`config.mk`:
```
export PLATFORM = sky130hd
export DESIGN_NAME = boxcar_envelope_slicer
export DESIGN_NICKNAME = d
export VERILOG_FILES = /design/src/hw/rtl/bes_pkg.sv /design/src/hw/rtl/bes_front.sv /design/src/hw/rtl/bes_fifo.sv /design/src/hw/rtl/bes_back.sv /design/src/hw/rtl/boxcar_envelope_slicer.sv
export SDC_FILE = /design/constraint.sdc
export NUM_CORES = 2
export LEC_CHECK = 0
export BUFFER_PORTS_ARGS = -buffer_cell sky130_fd_sc_hd__buf_2
export CAP_MARGIN = 15
export CORE_MARGIN = 10
export CORE_UTILIZATION = 45
export DETAILED_ROUTE_END_ITERATION = 12
export PLACE_DENSITY = 0.62
export REMOVE_ABC_BUFFERS = 1
export SETUP_SLACK_MARGIN = 0.05
export SYNTH_ARGS = -nofsm -noshare
export SYNTH_HDL_FRONTEND = slang
export SYNTH_SLANG_ARGS = --single-unit
export TNS_END_PERCENT = 100
```
`constraint.sdc`:
```
create_clock -name clk_i -period 9 [get_ports clk_i]
set_clock_uncertainty 0.05 [all_clocks]
set_input_delay 0.45 -clock clk_i [delete_from_list [all_inputs] [get_ports clk_i]]
set_output_delay 0.45 -clock clk_i [all_outputs]
set_load 0.02 [all_outputs]
```
`src/hw/rtl/bes_pkg.sv`:
```
// Shared types and constants of the boxcar envelope slicer.
`default_nettype none

package bes_pkg;

  // Field widths.
  localparam int unsigned DATA_W = 16;
  localparam int unsigned THR_W  = 15;
  localparam int unsigned RUN_W  = 32;

  // Configuration port geometry and register map.
  localparam int unsigned PADDR_W = 3;
  localparam int unsigned PDATA_W = 32;
  localparam logic [PADDR_W-3:0] REG_SLICE_THRESHOLD = '0;

  // Register reset value and counter limit.
  localparam logic [THR_W-1:0] THR_RESET = 15'd6553;
  localparam logic [RUN_W-1:0] RUN_MAX   = '1;

  // Largest positive sample, the start value of the minimum search.
  localparam logic signed [DATA_W-1:0] DATA_MAX = 16'sh7FFF;

  // Status of the queue between the front and back parts.
  typedef struct packed {
    logic full;
    logic empty;
  } q_status_t;

  // One result item.
  typedef struct packed {
    logic signed [DATA_W-1:0] envelope;
    logic                     level;
    logic                     edge_res;
    logic [RUN_W-1:0]         run_ticks;
  } bes_result_t;

endpackage

`default_nettype wire

```
`src/hw/rtl/bes_front.sv`:
```
// Front part: sample delay line, running boxcar sum and decimation.
`default_nettype none

module bes_front #(
  parameter int unsigned AVG_LEN = 36,
  parameter int unsigned SUM_W   = 22
) (
  input  wire logic                             clk_i,
  input  wire logic                             rst_ni,
  input  wire logic                             push_i,
  input  wire logic signed [bes_pkg::DATA_W-1:0] sample_i,
  input  wire bes_pkg::q_status_t               q_stat_i,
  output logic                                  q_push_o,
  output logic signed [SUM_W-1:0]               q_data_o
);
  import bes_pkg::*;

  localparam int unsigned POS_W = $clog2(AVG_LEN);
  localparam logic [POS_W-1:0] POS_LAST = POS_W'(AVG_LEN - 1);

  logic signed [DATA_W-1:0] line_mem [AVG_LEN];
  logic signed [DATA_W-1:0] old_q;
  logic signed [DATA_W-1:0] old_val;
  logic [POS_W-1:0]         pos_q, pos_d, pos_next, rd_addr;
  logic                     first_q, first_d;
  logic signed [SUM_W-1:0]  sum_q, sum_d;
  logic                     accept;

  // A sample transfer happens whenever push is high and the queue has room.
  assign accept   = push_i && !q_stat_i.full;
  assign pos_next = (pos_q == POS_LAST) ? '0 : pos_q + 1'b1;

  // The read port always fetches the entry that the next sample replaces.
  assign rd_addr = accept ? pos_next : pos_q;

  always_ff @(posedge clk_i) begin
    if (accept) begin
      line_mem[pos_q] <= sample_i;
    end
    old_q <= line_mem[rd_addr];
  end

  // Entries not yet written on the first pass count as zero.
  assign old_val = first_q ? '0 : old_q;
  assign sum_d   = accept ? sum_q - SUM_W'(old_val) + SUM_W'(sample_i) : sum_q;
  assign pos_d   = accept ? pos_next : pos_q;
  assign first_d = (accept && (pos_q == POS_LAST)) ? 1'b0 : first_q;

  always_ff @(posedge clk_i or negedge rst_ni) begin
    if (!rst_ni) begin
      pos_q   <= '0;
      first_q <= 1'b1;
      sum_q   <= '0;
    end else begin
      pos_q   <= pos_d;
      first_q <= first_d;
      sum_q   <= sum_d;
    end
  end

  // Every AVG_LEN-th sample hands the completed sum to the back part.
  assign q_push_o = accept && (pos_q == POS_LAST);
  assign q_data_o = sum_d;

`ifndef SYNTHESIS
  a_push_has_room: assert property (@(posedge clk_i) disable iff (!rst_ni)
    q_push_o |-> !q_stat_i.full)
    else $error("sum pushed into a full queue");

  a_first_pass_ends: assert property (@(posedge clk_i) disable iff (!rst_ni)
    q_push_o |=> !first_q)
    else $error("first pass still marked after a full window");
`endif

endmodule

`default_nettype wire

```
`src/hw/rtl/bes_fifo.sv`:
```
// Short queue of window sums between the front and back parts.
`default_nettype none

module bes_fifo #(
  parameter int unsigned WIDTH = 22,
  parameter int unsigned DEPTH = 2
) (
  input  wire logic               clk_i,
  input  wire logic               rst_ni,
  input  wire logic               push_i,
  input  wire logic [WIDTH-1:0]   data_i,
  input  wire logic               pop_i,
  output logic [WIDTH-1:0]        data_o,
  output bes_pkg::q_status_t      stat_o
);
  import bes_pkg::*;

  localparam int unsigned PTR_W = (DEPTH > 1) ? $clog2(DEPTH) : 1;
  localparam int unsigned CNT_W = $clog2(DEPTH + 1);
  localparam logic [PTR_W-1:0] PTR_LAST = PTR_W'(DEPTH - 1);
  localparam logic [CNT_W-1:0] CNT_FULL = CNT_W'(DEPTH);

  logic [WIDTH-1:0] slot_q [DEPTH];
  logic [PTR_W-1:0] wr_ptr_q, rd_ptr_q;
  logic [CNT_W-1:0] cnt_q;
  logic             do_push, do_pop;

  assign stat_o.full  = (cnt_q == CNT_FULL);
  assign stat_o.empty = (cnt_q == '0);
  assign do_push      = push_i && !stat_o.full;
  assign do_pop       = pop_i && !stat_o.empty;
  assign data_o       = slot_q[rd_ptr_q];

  // Storage slots.
  always_ff @(posedge clk_i) begin
    if (do_push) begin
      slot_q[wr_ptr_q] <= data_i;
    end
  end

  // Pointers and fill count.
  always_ff @(posedge clk_i or negedge rst_ni) begin
    if (!rst_ni) begin
      wr_ptr_q <= '0;
      rd_ptr_q <= '0;
      cnt_q    <= '0;
    end else begin
      if (do_push) begin
        wr_ptr_q <= (wr_ptr_q == PTR_LAST) ? '0 : wr_ptr_q + 1'b1;
      end
      if (do_pop) begin
        rd_ptr_q <= (rd_ptr_q == PTR_LAST) ? '0 : rd_ptr_q + 1'b1;
      end
      if (do_push && !do_pop) begin
        cnt_q <= cnt_q + 1'b1;
      end else if (do_pop && !do_push) begin
        cnt_q <= cnt_q - 1'b1;
      end
    end
  end

endmodule

`default_nettype wire

```
`src/hw/rtl/bes_back.sv`:
```
// Back part: average, sliding-minimum baseline, slicer and result register.
`default_nettype none

module bes_back #(
  parameter int unsigned AVG_LEN    = 36,
  parameter int unsigned MIN_WINDOW = 32,
  parameter int unsigned SUM_W      = 22
) (
  input  wire logic                        clk_i,
  input  wire logic                        rst_ni,
  input  wire logic signed [SUM_W-1:0]     q_data_i,
  input  wire bes_pkg::q_status_t          q_stat_i,
  output logic                             q_pop_o,
  input  wire logic [bes_pkg::THR_W-1:0]   threshold_i,
  input  wire logic                        pop_i,
  output logic                             res_valid_o,
  output bes_pkg::bes_result_t             res_o
);
  import bes_pkg::*;

  // Division by AVG_LEN as a multiplication by a rounded-up reciprocal,
  // exact for every magnitude that fits in SUM_W bits.
  localparam int unsigned L_W     = $clog2(AVG_LEN);
  localparam int unsigned SH      = SUM_W + L_W;
  localparam int unsigned RECIP_W = SUM_W + 1;
  localparam int unsigned PROD_W  = SUM_W + RECIP_W;
  localparam logic [RECIP_W-1:0] RECIP =
    RECIP_W'(((64'd1 << SH) + 64'(AVG_LEN) - 64'd1) / 64'(AVG_LEN));

  localparam int unsigned IDX_W = $clog2(MIN_WINDOW);
  localparam logic [IDX_W-1:0] IDX_LAST = IDX_W'(MIN_WINDOW - 1);

  typedef enum logic [2:0] {
    ST_IDLE,
    ST_AVG,
    ST_SCAN,
    ST_DRAIN,
    ST_SLICE
  } state_e;

  state_e                   state_q;
  logic [PROD_W-1:0]        prod_q;
  logic                     neg_q;
  logic [SUM_W-1:0]         mag;
  logic [DATA_W-1:0]        quo;
  logic signed [DATA_W-1:0] avg_d, avg_q;
  logic signed [DATA_W-1:0] ring_mem [MIN_WINDOW];
  logic signed [DATA_W-1:0] ring_rd_q;
  logic [IDX_W-1:0]         wr_pos_q, scan_idx_q;
  logic                     wrapped_q;
  logic                     cmp_q, ok_q;
  logic signed [DATA_W-1:0] cand, min_q;
  logic signed [DATA_W-1:0] env;
  logic                     level, edge_now, prev_level_q;
  logic [RUN_W-1:0]         run_cnt_q;
  logic                     take;
  logic                     res_valid_q;
  bes_result_t              res_q;

  // Magnitude of the queued sum, multiplied on the transfer out of the queue.
  assign q_pop_o = (state_q == ST_IDLE) && !q_stat_i.empty;
  assign mag     = q_data_i[SUM_W-1] ? SUM_W'(-q_data_i) : SUM_W'(q_data_i);

  // Quotient truncated toward zero, sign restored afterwards.
  assign quo   = prod_q[SH +: DATA_W];
  assign avg_d = neg_q ? -$signed(quo) : $signed(quo);

  // Ring of averages: written once per tick, read one entry a cycle by the scan.
  always_ff @(posedge clk_i) begin
    if (state_q == ST_AVG) begin
      ring_mem[wr_pos_q] <= avg_d;
    end
    ring_rd_q <= ring_mem[scan_idx_q];
  end

  // Entries never written since reset count as zero.
  assign cand = ok_q ? ring_rd_q : '0;

  // Slicing of the baseline-removed envelope.
  assign env      = avg_q - min_q;
  assign level    = $signed({env[DATA_W-1], env}) > $signed({2'b00, threshold_i});
  assign edge_now = (level != prev_level_q);
  assign take     = (state_q == ST_SLICE) && (!res_valid_q || pop_i);

  // Sequencer, scan pipeline, run counter and result register.
  always_ff @(posedge clk_i or negedge rst_ni) begin
    if (!rst_ni) begin
      state_q      <= ST_IDLE;
      wr_pos_q     <= '0;
      wrapped_q    <= 1'b0;
      scan_idx_q   <= '0;
      cmp_q        <= 1'b0;
      ok_q         <= 1'b0;
      prev_level_q <= 1'b0;
      run_cnt_q    <= '0;
      res_valid_q  <= 1'b0;
    end else begin
      cmp_q <= (state_q == ST_SCAN);
      ok_q  <= wrapped_q || (scan_idx_q < wr_pos_q);
      if (cmp_q && (cand < min_q)) begin
        min_q <= cand;
      end
      if (pop_i && res_valid_q) begin
        res_valid_q <= 1'b0;
      end
      case (state_q)
        ST_IDLE: begin
          if (q_pop_o) begin
            prod_q  <= mag * RECIP;
            neg_q   <= q_data_i[SUM_W-1];
            state_q <= ST_AVG;
          end
        end
        ST_AVG: begin
          avg_q      <= avg_d;
          min_q      <= DATA_MAX;
          scan_idx_q <= '0;
          if (wr_pos_q == IDX_LAST) begin
            wr_pos_q  <= '0;
            wrapped_q <= 1'b1;
          end else begin
            wr_pos_q <= wr_pos_q + 1'b1;
          end
          state_q <= ST_SCAN;
        end
        ST_SCAN: begin
          if (scan_idx_q == IDX_LAST) begin
            state_q <= ST_DRAIN;
          end else begin
            scan_idx_q <= scan_idx_q + 1'b1;
          end
        end
        ST_DRAIN: begin
          state_q <= ST_SLICE;
        end
        ST_SLICE: begin
          if (take) begin
            res_q.envelope  <= env;
            res_q.level     <= level;
            res_q.edge_res  <= edge_now;
            res_q.run_ticks <= edge_now ? run_cnt_q : '0;
            res_valid_q     <= 1'b1;
            prev_level_q    <= level;
            if (edge_now) begin
              run_cnt_q <= RUN_W'(1);
            end else if (run_cnt_q != RUN_MAX) begin
              run_cnt_q <= run_cnt_q + 1'b1;
            end
            state_q <= ST_IDLE;
          end
        end
        default: begin
          state_q <= ST_IDLE;
        end
      endcase
    end
  end

  assign res_valid_o = res_valid_q;
  assign res_o       = res_q;

`ifndef SYNTHESIS
  a_pop_not_empty: assert property (@(posedge clk_i) disable iff (!rst_ni)
    q_pop_o |-> !q_stat_i.empty)
    else $error("sum taken from an empty queue");

  a_run_only_on_edge: assert property (@(posedge clk_i) disable iff (!rst_ni)
    (res_valid_q && !res_q.edge_res) |-> (res_q.run_ticks == '0))
    else $error("run length reported without a level change");

  a_slice_delivers: assert property (@(posedge clk_i) disable iff (!rst_ni)
    take |=> (res_valid_q && (state_q == ST_IDLE)))
    else $error("sliced result not held in the result register");
`endif

endmodule

`default_nettype wire

```
`src/hw/rtl/boxcar_envelope_slicer.sv`:
```
// Top level of the boxcar envelope slicer: configuration register and wiring.
//
// Samples enter through a queue-style port: a transfer happens at a rising
// edge with push high and full low. The front part takes one sample every cycle
// while full is low, keeps a running sum over the last AVG_LEN samples and, on
// every AVG_LEN-th sample, passes the sum through a two-entry queue to the back
// part. The back part divides by AVG_LEN, writes the average into a MIN_WINDOW
// ring and searches the ring for its minimum one entry a cycle; samples flow at
// one a cycle as long as the back part ends each tick before the next window is
// complete, and full rises otherwise. A result appears on the result ports after
// the average, scan, drain and slice states and stays while empty is low; it is
// taken at an edge with pop high. While the receiver stalls, the back part
// finishes the next tick and waits, the queue fills and full is raised. Reset
// clears the running sum, the positions, the run counter and the level, sets
// slice_threshold to 6553 and treats the delay line and the ring as zero until
// written. The user writes slice_threshold over the APB-style port at address 0
// only while no sample is in flight; the block itself does not enforce this.
`default_nettype none

module boxcar_envelope_slicer #(
  parameter int unsigned AVG_LEN    = 36,
  parameter int unsigned MIN_WINDOW = 32
) (
  input  wire logic                              clk_i,
  input  wire logic                              rst_ni,
  input  wire logic                              push,
  output logic                                   full,
  input  wire logic signed [bes_pkg::DATA_W-1:0] sample_i,
  output logic                                   empty,
  input  wire logic                              pop,
  output logic signed [bes_pkg::DATA_W-1:0]      envelope_o,
  output logic                                   level_o,
  output logic                                   edge_res_o,
  output logic [bes_pkg::RUN_W-1:0]              run_ticks_o,
  input  wire logic                              psel,
  input  wire logic                              penable,
  input  wire logic                              pwrite,
  input  wire logic [bes_pkg::PADDR_W-1:0]       paddr,
  input  wire logic [bes_pkg::PDATA_W-1:0]       pwdata,
  output logic [bes_pkg::PDATA_W-1:0]            prdata,
  output logic                                   pready
);
  import bes_pkg::*;

  localparam int unsigned SUM_W = DATA_W + $clog2(AVG_LEN);

  logic [THR_W-1:0]        threshold_q;
  logic                    reg_hit;
  logic                    q_push, q_pop;
  logic signed [SUM_W-1:0] q_wdata, q_rdata;
  q_status_t               q_stat;
  logic                    res_valid;
  bes_result_t             res;

  // Configuration register.
  assign pready  = 1'b1;
  assign reg_hit = (paddr[PADDR_W-1:2] == REG_SLICE_THRESHOLD);
  assign prdata  = reg_hit ? PDATA_W'(threshold_q) : '0;

  always_ff @(posedge clk_i or negedge rst_ni) begin
    if (!rst_ni) begin
      threshold_q <= THR_RESET;
    end else if (psel && penable && pwrite && pready && reg_hit) begin
      threshold_q <= pwdata[THR_W-1:0];
    end
  end

  // Front part.
  bes_front #(
    .AVG_LEN (AVG_LEN),
    .SUM_W   (SUM_W)
  ) u_front (
    .clk_i    (clk_i),
    .rst_ni   (rst_ni),
    .push_i   (push),
    .sample_i (sample_i),
    .q_stat_i (q_stat),
    .q_push_o (q_push),
    .q_data_o (q_wdata)
  );

  // Queue of window sums.
  bes_fifo #(
    .WIDTH (SUM_W),
    .DEPTH (2)
  ) u_fifo (
    .clk_i  (clk_i),
    .rst_ni (rst_ni),
    .push_i (q_push),
    .data_i (q_wdata),
    .pop_i  (q_pop),
    .data_o (q_rdata),
    .stat_o (q_stat)
  );

  // Back part.
  bes_back #(
    .AVG_LEN    (AVG_LEN),
    .MIN_WINDOW (MIN_WINDOW),
    .SUM_W      (SUM_W)
  ) u_back (
    .clk_i       (clk_i),
    .rst_ni      (rst_ni),
    .q_data_i    (q_rdata),
    .q_stat_i    (q_stat),
    .q_pop_o     (q_pop),
    .threshold_i (threshold_q),
    .pop_i       (pop),
    .res_valid_o (res_valid),
    .res_o       (res)
  );

  // Channel status and result fields.
  assign full        = q_stat.full;
  assign empty       = !res_valid;
  assign envelope_o  = res.envelope;
  assign level_o     = res.level;
  assign edge_res_o  = res.edge_res;
  assign run_ticks_o = res.run_ticks;

endmodule

`default_nettype wire
```
* After elaboration in Yosys (flattened, before gate mapping)
Memory sizes are Yosys's and may differ from the RTL's. A register that Yosys moved wholly into a read port is not among the register bits.
Cells that the tools add are included.
Widths: inputs -> output; s select.
** Operators by class
- Add/subtract/negate cells :: 13
- $mul :: 1
- Magnitude comparators :: 3
- Equal/unequal tests :: 14
- Multiplexer cells :: 31
- Bitwise operators :: 1
- Reductions and logical operators :: 33
** Operators by type and width (count)
- $mux 16 :: 4
- $mux 32 :: 2
- $mul 22x23->44 const B :: 1
- $mux 22 :: 2
- $add 32x1->32 const B :: 1
- $ne 32x32->1 const B :: 1
- $add 22x16->22 :: 1
- $neg 22->22 :: 1
- $sub 22x16->22 :: 1
- $gt 16x16->1 :: 1
- $lt 16x16->1 :: 1
- $neg 16->16 :: 1
- $sub 16x16->16 :: 1
- $mux 15 :: 1
- $pmux 3 s5 :: 1
- $logic_and 1x1->1 :: 13
- $mux 6 :: 2
- $reduce_and 3->1 :: 4
- $mux 1 :: 11
- $add 5x1->5 const B :: 2
- $eq 5x5->1 const B :: 2
- $mux 5 :: 2
- $pmux 5 s2 :: 1
- $mux 3 :: 3
- other kinds (21) :: 36
** Word-level totals
- Flip-flop bits (word level) :: 225
- RAM bits :: 1132
- Input bits :: 58
- Output and inout port bits :: 85
- Logic and storage cells :: 123
- Memories kept :: 3
** Memories
- u_front.line_mem :: depth 36, width 16, rd ports 1, clocked after memory_dff 1, wr ports 1, RTL line bes_front.sv:21 : logic signed [DATA_W-1:0] line_mem [AVG_LEN];
- u_back.ring_mem :: depth 32, width 16, rd ports 1, clocked after memory_dff 1, wr ports 1, RTL line bes_back.sv:47 : logic signed [DATA_W-1:0] ring_mem [MIN_WINDOW];
- u_fifo.slot_q :: depth 2, width 22, rd ports 1, clocked after memory_dff 0, wr ports 1, RTL line bes_fifo.sv:23 : logic [WIDTH-1:0] slot_q [DEPTH];

* Logic depth before layout (Yosys ltp)
- Word-level depth :: 9
- Gate-level depth with buffers :: 34
- Mapped depth without buffers :: 30

* Cells and area by module
A second synthesis with hierarchy kept.
** Unflattened totals
- Cell total of the unflattened synthesis :: 4298
- Area, all modules :: 64212.8 um^2
** By module, submodules not included
- bes_back :: instances 1, cells an instance 2348, area an instance 35500.3 um^2, sequential area each 19919.1 um^2
- bes_front :: instances 1, cells an instance 1794, area an instance 26048.7 um^2, sequential area each 18343.8 um^2
- bes_fifo :: instances 1, cells an instance 87, area an instance 1788.0 um^2, sequential area each 1421.4 um^2
- boxcar_envelope_slicer :: instances 1, cells an instance 69, area an instance 875.8 um^2, sequential area each 384.1 um^2

* Worst setup path after synthesis
No wires, ideal clock.
- Path kind :: register -> register
- Start :: reg u_fifo.rd_ptr_q
- End :: reg u_back.prod_q[41] (data pin)
- Setup time :: 264 ps
- Data arrival time :: 8370 ps
- Required time :: 8686 ps
- Setup slack :: 317 ps
- Cell stages (with the launch flop) :: 31
- Path buffers :: 4
- Clock period less this slack :: 8683 ps
- Cell sequence :: dfrtp_1 buf_2 buf_2 buf_1 buf_1 mux2i_1 ha_1 o21a_1 nand3_1 o21ai_0 xor2_1 inv_1 fa_1 inv_1 ha_1 fa_1 fa_1 fa_1 fa_1 inv_1 fa_1 inv_1 ha_1 nand3_1 or2_2 or4_1 a211oi_1 a2111o_1 and2_1 a221oi_1 xnor2_1
** Between the ends
- Cells in the longest elaborated chain, start to end :: 4
** RTL lines
- from (decl) :: RTL line bes_fifo.sv:24 : logic [PTR_W-1:0] wr_ptr_q, rd_ptr_q;
- from (signal assigned) :: RTL line bes_fifo.sv:52 : rd_ptr_q <= (rd_ptr_q == PTR_LAST) ? '0 : rd_ptr_q + 1'b1;
- $mem_v2 2x22 *
- $neg 22->22 :: RTL line bes_back.sv:62 : assign mag = q_data_i[SUM_W-1] ? SUM_W'(-q_data_i) : SUM_W'(q_data_i);
- $mux 22 * :: RTL line bes_back.sv:62
- $mul 22x23->44 * :: RTL line bes_back.sv:109 : prod_q <= mag * RECIP;
- to (signal assigned) :: RTL line bes_back.sv:109
- to (decl) :: RTL line bes_back.sv:42 : logic [PROD_W-1:0] prod_q;
Every way passes the cells marked *; elsewhere a longest branch is shown, timed or not.
A chain may end at the register's enable or synchronous reset.

* Worst setup path in the final report
Same ends and word-level chain as after synthesis.

==> metrics.txt <==
area of placed instances between 0.06 and 0.07 mm^2; FF-to-FF Start u_fifo.rd_ptr_q; #FFs+latches synth between 1000 and 1500; count of final setup violators 0; initial antenna violation count 5; CP Depth 26; Synth area leaders edfxtp_1 58%, mux4_2 12%, ha_1 5.4%; Worst slew margin 0.234; critical path class register to register; max-cap violations 0; clock buffer depth 3; Post CTS Setup Buffer Count 0; fraction of synthesis flops using an asynchronous set or reset pin 0.0720; DRC 0; RSZ-0062 raised after global routing no; TritonCTS clock tree yes; Worst path top cell family by delay adder cells; Synth cell types 78; Min Hold Slack between 0.15 and 0.2 ns; chip height approximately 400 um; register area share after synthesis 0.632; main flop type after synthesis edfxtp_1; worst-margin pin slew between 1 and 1.5 ns; R2R depth 26; FF-to-FF End u_back.prod_q[41]; CP bufs+invs 5; routability cong. 0.839; top cell type's share of synthesized area 0.583; Hold Fails Final Rpt 0; area delta synth->final 12.9%; CTS sink count approximately 1400; status completed; Synth top cells by count 1231 x edfxtp_1, 408 x inv_1, 336 x mux4_2, 273 x ha_1, 191 x nor2_1; cts bufs inserted between 100 and 150; critical path startpoint category register; nets about 4600; worst hold path type input pin to asynchronous set/reset pin; Total GRT Usage 0.174; CP arrival 8.82 ns; crit-path most repeated cell fa_1; Post-synth EDFFs around 1200; Mapped Area around 0.063 mm^2; fraction of layout cells with a size suffix above 1 0.213; top cell type by total area after synthesis edfxtp_1; DRT iter0 DRCs 2346; via count 32946; Starting Density 0.454; DIE WIDTH 395 um; clk_lat worst skew around 0.76 ns; critical path's slowest cell or4_1; post-route cell area just over 0.07 mm^2; Largest stage delay, worst path approximately 0.55 ns; fmax roughly 120 MHz; Post-Route Setup TNS 0 ns; Row Count ~140; mean cell area of the mapped netlist 16.6 um^2; R2R setup slack roughly 0.63 ns; post-layout util 0.512; Cells after Synth 3819; vias in the first global route approximately 34000; Via density 5.44; number of top-level pins 143; root buffer selected by CTS clkbuf_16; Antenna Cells 0; GRT overflow 0; Crit path required time about 9.5 ns; first-pass iteration count of the detailed router 5; first-pass GRT wire length about 210 mm; WL per Instance 22.7 um; Ys Warns 0; core box area about 0.14 mm^2; Detail Route Antenna Nets 0; pin count of the biggest net entering global routing 91; most frequent cell after synthesis edfxtp_1; H-tree levels 4; crit-path max FO 42; fin. max-slew vios 0; CTS clock-pin slew for the worst setup and hold paths 0.06 ns; dpl hpwl around 89 mm; I/O Buffers between 100 and 150; Die Area roughly 0.16 mm^2; final period utilization 0.930; final wirelength approximately 140 mm; nature of the critical path endpoint register; crit path time final about 8.4 ns
-- per-stage QoR --
step	std cells	worst slack [ns]
CTS	6047	0.424
floorplan	3688	0.146
global route	6051	0.147
global placement	5772	0.483
finish	6051	0.633
detailed placement	5772	0.439
-- kinds of logic (layout without fill, tap and decap cells) --
| family | after synthesis | count (layout) | synth area share |
|---|---|---|---|
| other | 2 | 19 | 0.000118 |
| XOR/XNOR | 138 | 138 | 0.0195 |
| multiplexers | 391 | 391 | 0.129 |
| buffers and inverters | 562 | 901 | 0.0358 |
| AO/OA/AOI/OAI | 354 | 354 | 0.0357 |
| AND/OR/NAND/NOR | 579 | 579 | 0.0441 |
| flip-flops | 1361 | 1361 | 0.632 |
| adder cells (fa/ha/maj) | 432 | 432 | 0.104 |
-- flip-flops by register name, summed over array words and instances (netlist names), 2 cells and up --
signal,cells
u_back.scan_idx_q,5
u_fifo.cnt_q,2
u_front.sum_q,22
u_front.old_q,16
u_back.ring_mem,512
u_front.pos_q,6
u_back.min_q,16
threshold_q,15
u_back.res_o,50
u_back.run_cnt_q,32
u_back.avg_q,16
u_back.ring_rd_q,16
u_back.wr_pos_q,5
u_back.prod_q,16
u_front.line_mem,576
u_fifo.slot_q,44
u_back.state_q,3
-- worst max path at each step --
stage | from | end | slack [ns]
3_5_place_dp | u_fifo.rd_ptr_q | u_back.prod_q[40] | 0.44
3_3_place_gp | u_fifo.rd_ptr_q | u_back.prod_q[40] | 0.48
2_1_floorplan | u_fifo.rd_ptr_q | u_back.prod_q[41] | 0.15
6_report | u_fifo.rd_ptr_q | u_back.prod_q[41] | 0.63
4_1_cts | u_fifo.rd_ptr_q | u_back.prod_q[40] | 0.42
5_1_grt | u_fifo.rd_ptr_q | u_back.prod_q[40] | 0.15
-- layout by cell type, fill, tap and decap left out, types with 12 or more instances in the layout --
cell / count
nand4_1: 17
conb_1: 19
a31oi_1: 26
nand2_1: 133
inv_1: 408
ha_1: 273
edfxtp_1: 1231
xor2_1: 44
buf_2: 104
a21oi_1: 93
o21ai_0: 66
mux2i_1: 21
fa_1: 159
clkbuf_16: 144
mux4_2: 336
clkinv_2: 21
dlygate4sd3_1: 17
nor2_1: 142
buf_4: 100
nor3_1: 28
o21a_1: 12
mux2_2: 34
nand2b_1: 17
a21o_1: 34
and2_1: 49
o21bai_1: 14
dfrtp_1: 85
clkinv_1: 24
nand3_1: 39
o211ai_1: 32
nor2b_1: 26
nor2_2: 49
xnor2_1: 78
or3_1: 15
clkbuf_1: 38
dfxtp_1: 32
-- routing by layer --
metal,global-route usage,share of wire
met2,0.289,0.49
met5,0,0.000087
met3,0.0279,0.051
met4,0.0474,0.024
met1,0.237,0.43
-- final cells by class --
| class | count | area (um^2) |
|---|---|---|
| fillers | 11368 | 68100 |
| flip-flops and latches | 1361 | 40100 |
| multi-input cells | 1913 | 21400 |
| clock buffers | 189 | 3840 |
| well taps | 1876 | 2350 |
| repair buffers | 229 | 1570 |
| inverters | 414 | 1560 |
| clock inverters | 69 | 727 |
-- repair_timing --
action / 4_1_cts / 5_1_grt
endpoints found under the setup margin: 0 / 2
endpoints found under the hold margin: 72 / 0
hold buffers: 17 / 0
resized for setup: 0 / 1
Power is not shown: default switching activity piles up to over one toggle a cycle in this logic, so the estimate is an artifact.
